**src/hdl/fsgb_ram.sv**
```systemverilog
module fsgb_ram #(
  parameter int WIDTH = 8,
  parameter int DEPTH = 256
) (
  input  logic                                   clk,
  input  logic                                   we,
  input  logic [((DEPTH > 1) ? $clog2(DEPTH) : 1)-1:0] waddr,
  input  logic [WIDTH-1:0]                       wdata,
  input  logic                                   re,
  input  logic [((DEPTH > 1) ? $clog2(DEPTH) : 1)-1:0] raddr,
  output logic [WIDTH-1:0]                       rdata
);

  logic [WIDTH-1:0] mem [DEPTH];

  // one write port, registered read; a read of the entry being written returns old data
  always_ff @(posedge clk) begin
    if (we) begin
      mem[waddr] <= wdata;
    end
    if (re) begin
      rdata <= mem[raddr];
    end
  end

endmodule

```
**config.mk**
```make
export PLATFORM = sky130hd
export DESIGN_NAME = fsgb_ram
export DESIGN_NICKNAME = d
export VERILOG_FILES = /design/src/hdl/fsgb_ram.sv
export SDC_FILE = /design/constraint.sdc
export NUM_CORES = 2
export LEC_CHECK = 0
export BUFFER_PORTS_ARGS = -buffer_cell sky130_fd_sc_hd__buf_2
export CORE_MARGIN = 2
export CORE_UTILIZATION = 59
export CTS_BUF_LIST = sky130_fd_sc_hd__clkbuf_4 sky130_fd_sc_hd__clkbuf_8 sky130_fd_sc_hd__clkbuf_16
export CTS_CLUSTER_DIAMETER = 60
export DETAILED_ROUTE_END_ITERATION = 10
export PLACE_DENSITY = 0.75
export SETUP_SLACK_MARGIN = 0.02
export SLEW_MARGIN = 20
export SYNTH_ARGS = -nofsm -noshare
export SYNTH_HDL_FRONTEND = slang
export SYNTH_SLANG_ARGS = --single-unit
export TNS_END_PERCENT = 100
```
**constraint.sdc**
```tcl
create_clock -name clk -period 3.1 [get_ports clk]
set_clock_uncertainty 0.2 [all_clocks]
set_input_delay 0.31 -clock clk [delete_from_list [all_inputs] [get_ports clk]]
set_output_delay 0.31 -clock clk [all_outputs]
set_load 0.05 [all_outputs]
```
==> results.yml <==
timing:
  clock.fmax_ghz: 0.323
  slew_headroom_pct: 23.4
  fin_crit_ps: 3090
  hold_viol: 0
  whs_ps: 5.33
  tightest_slew_ps: 1140
  rsz0062_at_grt: "false"
  finalCritPeriodShare_pct: 99.7
  setup_viol: 0
  slew_violations: 0
floorplan:
  fp.dieW_um: 371
  ios: 35
  die-area_mm2: 0.138
  initial_core_util_pct: 59.5
  core_mm2: 0.134
  dieHeight_um: 371
  num_rows: 134
synthesis:
  syn_area_mm2: 0.0796
  ys.warnings.count: 0
  async_flop_share_pct: 0
  synth-edff-count: 2056
  postSynthAreaPerCell_um2: 21.3
  synth_ff_type: "edfxtp_1"
  synth_seq_cells: 2056
  yosysSeqAreaShare_pct: 77.5
  syn_nets: 3760
  synthCells: 3733
  synth.distinct_cells: 54
cts:
  clk_pin_slew_ps: 70
  cts-root-buf: "clkbuf_16"
  clock_sinks: 2056
  htree_levels: 4
  numCtsBuffers: 195
  cts_tree: "done"
  cts_buffer_depth: 3
  clk_latency_ps: 840
route:
  vias: 41800
  vias_per_cell: 6.63
  initialDrtViolationCount: 6706
  totalWireLength_um: 198000
  ant_nets: 0
  drc: 0
  wl_per_cell_um: 31.3
  firstDrtPassIters: 6
grt:
  grt_pass1_wl_um: 288000
  grt_pass1_vias: 42000
  antenna_found_initial: 17
  grt-ovfl-total: 0
  grt_max_degree: 113
  track_usage_pct: 29.3
worst_setup_path:
  worstSetupStartpointType: "flop"
  cp_max_fo: 1
  arrival_ps: 3450
  crit_required_ps: 3460
  crit_path_end_kind: "flop"
  path_class: "flop to flop"
power_and_ir_drop:
  power_mw: 57.6
  p_int_mw: 45.5
  power.switching_mw: 12.1
  combPwrFrac_pct: 5.5
  ir_drop_mv: 0.641
  seqPwrFrac_pct: 53.3
  p_leak_nw: 30.2
  clockPowerShare_pct: 41.3
  powerDensity_mw_per_mm2: 621
  p_sw_share_pct: 21.0
run_status:
  outcome: "finished clean"
min_path:
  hold_class: "input port to flop"
placed_design:
  place_hpwl_um: 126000
  port_buffers: 34
  gp_congestion: 0.915
  placed_cell_area_mm2: 0.0863
layout:
  syn_to_final_growth_pct: 16.5
  fin_area_mm2: 0.0928
  final_nets: 4403
  fin_util_pct: 69.4
  final_layout_size_suffix_gt1_share_pct: 32.0
run:
  drv_cap: 0
==> critical path, cell delays in order (launching register included) <==
cell	delay, ps
edfxtp_1	380
mux4_2	470
a22oi_1	220
buf_4	180
a21oi_1	80
nor4_1	960
buf_4	290
nor4_1	60
==> cell families after synthesis <==
family	share of synthesized area [%]
DFF	77.5
muxes	14.6
buffers and inverters	1.83
AOI/OAI and AO/OA	3.42
and+or+nand+nor	2.63
==> placed cells by master, fill, tap and decap left out, types with 20 or more instances in the layout <==
| master | netlist | final |
|---|---|---|
| buf_12 | 8 | 65 |
| buf_4 | 27 | 570 |
| nand2_1 | 33 | 33 |
| nor4_1 | 24 | 24 |
| bufinv_16 | 0 | 20 |
| o221ai_1 | 46 | 46 |
| mux2i_1 | 134 | 134 |
| nor2_1 | 282 | 279 |
| nand3_1 | 34 | 34 |
| edfxtp_1 | 2056 | 2056 |
| clkinv_1 | 1 | 46 |
| buf_2 | 31 | 23 |
| a21oi_1 | 96 | 96 |
| a22oi_1 | 133 | 133 |
| nor2b_1 | 31 | 28 |
| o22ai_1 | 28 | 28 |
| clkinv_2 | 0 | 29 |
| clkbuf_4 | 0 | 40 |
| clkbuf_16 | 0 | 196 |
| mux4_2 | 454 | 454 |
==> routing by layer <==
metal | routed length, um | global-route usage [%] | vias up
met2 | 94800 | 45.6 | 2813
met4 | 9310 | 13.1 | 10
met3 | 22300 | 6.46 | 484
met5 | 66 | 0 | -
li1 | - | - | 17000
met1 | 71100 | 40.4 | 21500
==> power by group through the flow <==
stage	registers, mW	logic (mW)	clock network, mW
after global routing	30.7	3.29	25.0
after detailed placement	31.3	3.09	0
after CTS	30.7	3.14	24.0
final	30.7	3.15	23.8
after floorplan	31.3	1.49	0
after global placement	31.3	3.03	0
==> path summary, 6_finish.rpt <==
path                                  start         end  slack [ps]  cells after the start
worst min-delay path               wdata[7]  mem[58][7]           5                      1
worst max register to register  mem[211][7]    rdata[7]           8                      7
worst min register to register   mem[20][6]    rdata[6]        1030                      7
worst max-delay path            mem[211][7]    rdata[7]           8                      7
==> flip-flops by register name, indices dropped and copies added, names as in the netlist <==
name	flops
mem	2048
rdata	8
==> cell usage after synthesis (all sizes together) (10+ instances only) <==
| library cell | instances | area, um2 |
|---|---|---|
| nor4 | 27 | 188 |
| a22oi | 133 | 998 |
| buf | 122 | 1030 |
| o221ai | 47 | 418 |
| o21ai | 12 | 60.1 |
| o22ai | 28 | 175 |
| nand2 | 33 | 124 |
| o211ai | 10 | 75.1 |
| nor3 | 22 | 110 |
| nand3 | 34 | 170 |
| nand4 | 10 | 62.6 |
| nor2b | 31 | 194 |
| a221oi | 14 | 129 |
| a21oi | 96 | 480 |
| a211oi | 16 | 120 |
| edfxtp | 2056 | 61700 |
| nor2 | 282 | 1060 |
| mux2i | 134 | 1340 |
| mux4 | 456 | 10300 |
| clkbuf | 111 | 417 |
==> final cells by class <==
class                   count  area, um2
multi-input cells        1442      16500
well taps                1768       2210
repair buffers            679       5950
clock inverters           114       1190
flip-flops and latches   2056      61700
fillers                  7848      41000
clock buffers             236       5200
inverters                   2       7.51
diodes                      8       20.0
==> metrics by stage <==
step | setup TNS (ps) | worst slack [ps] | std cells
floorplan | 0 | 514 | 3733
global placement | -4400 | -778 | 5936
detailed placement | -4730 | -835 | 5936
CTS | 0 | 113 | 6297
global route | 0 | 81.7 | 6299
finish | 0 | 8.13 | 6305
==> repair_timing <==
| item | in CTS | in global routing |
|---|---|---|
| endpoints found under the setup margin | 1 | 3 |
| hold buffers | 11 | 0 |
| resized for setup | 1 | 3 |
| hold endpoints to repair | 509 | 0 |
| buffers inserted | 0 | 0 |
Power figures use the tool's default switching activity.
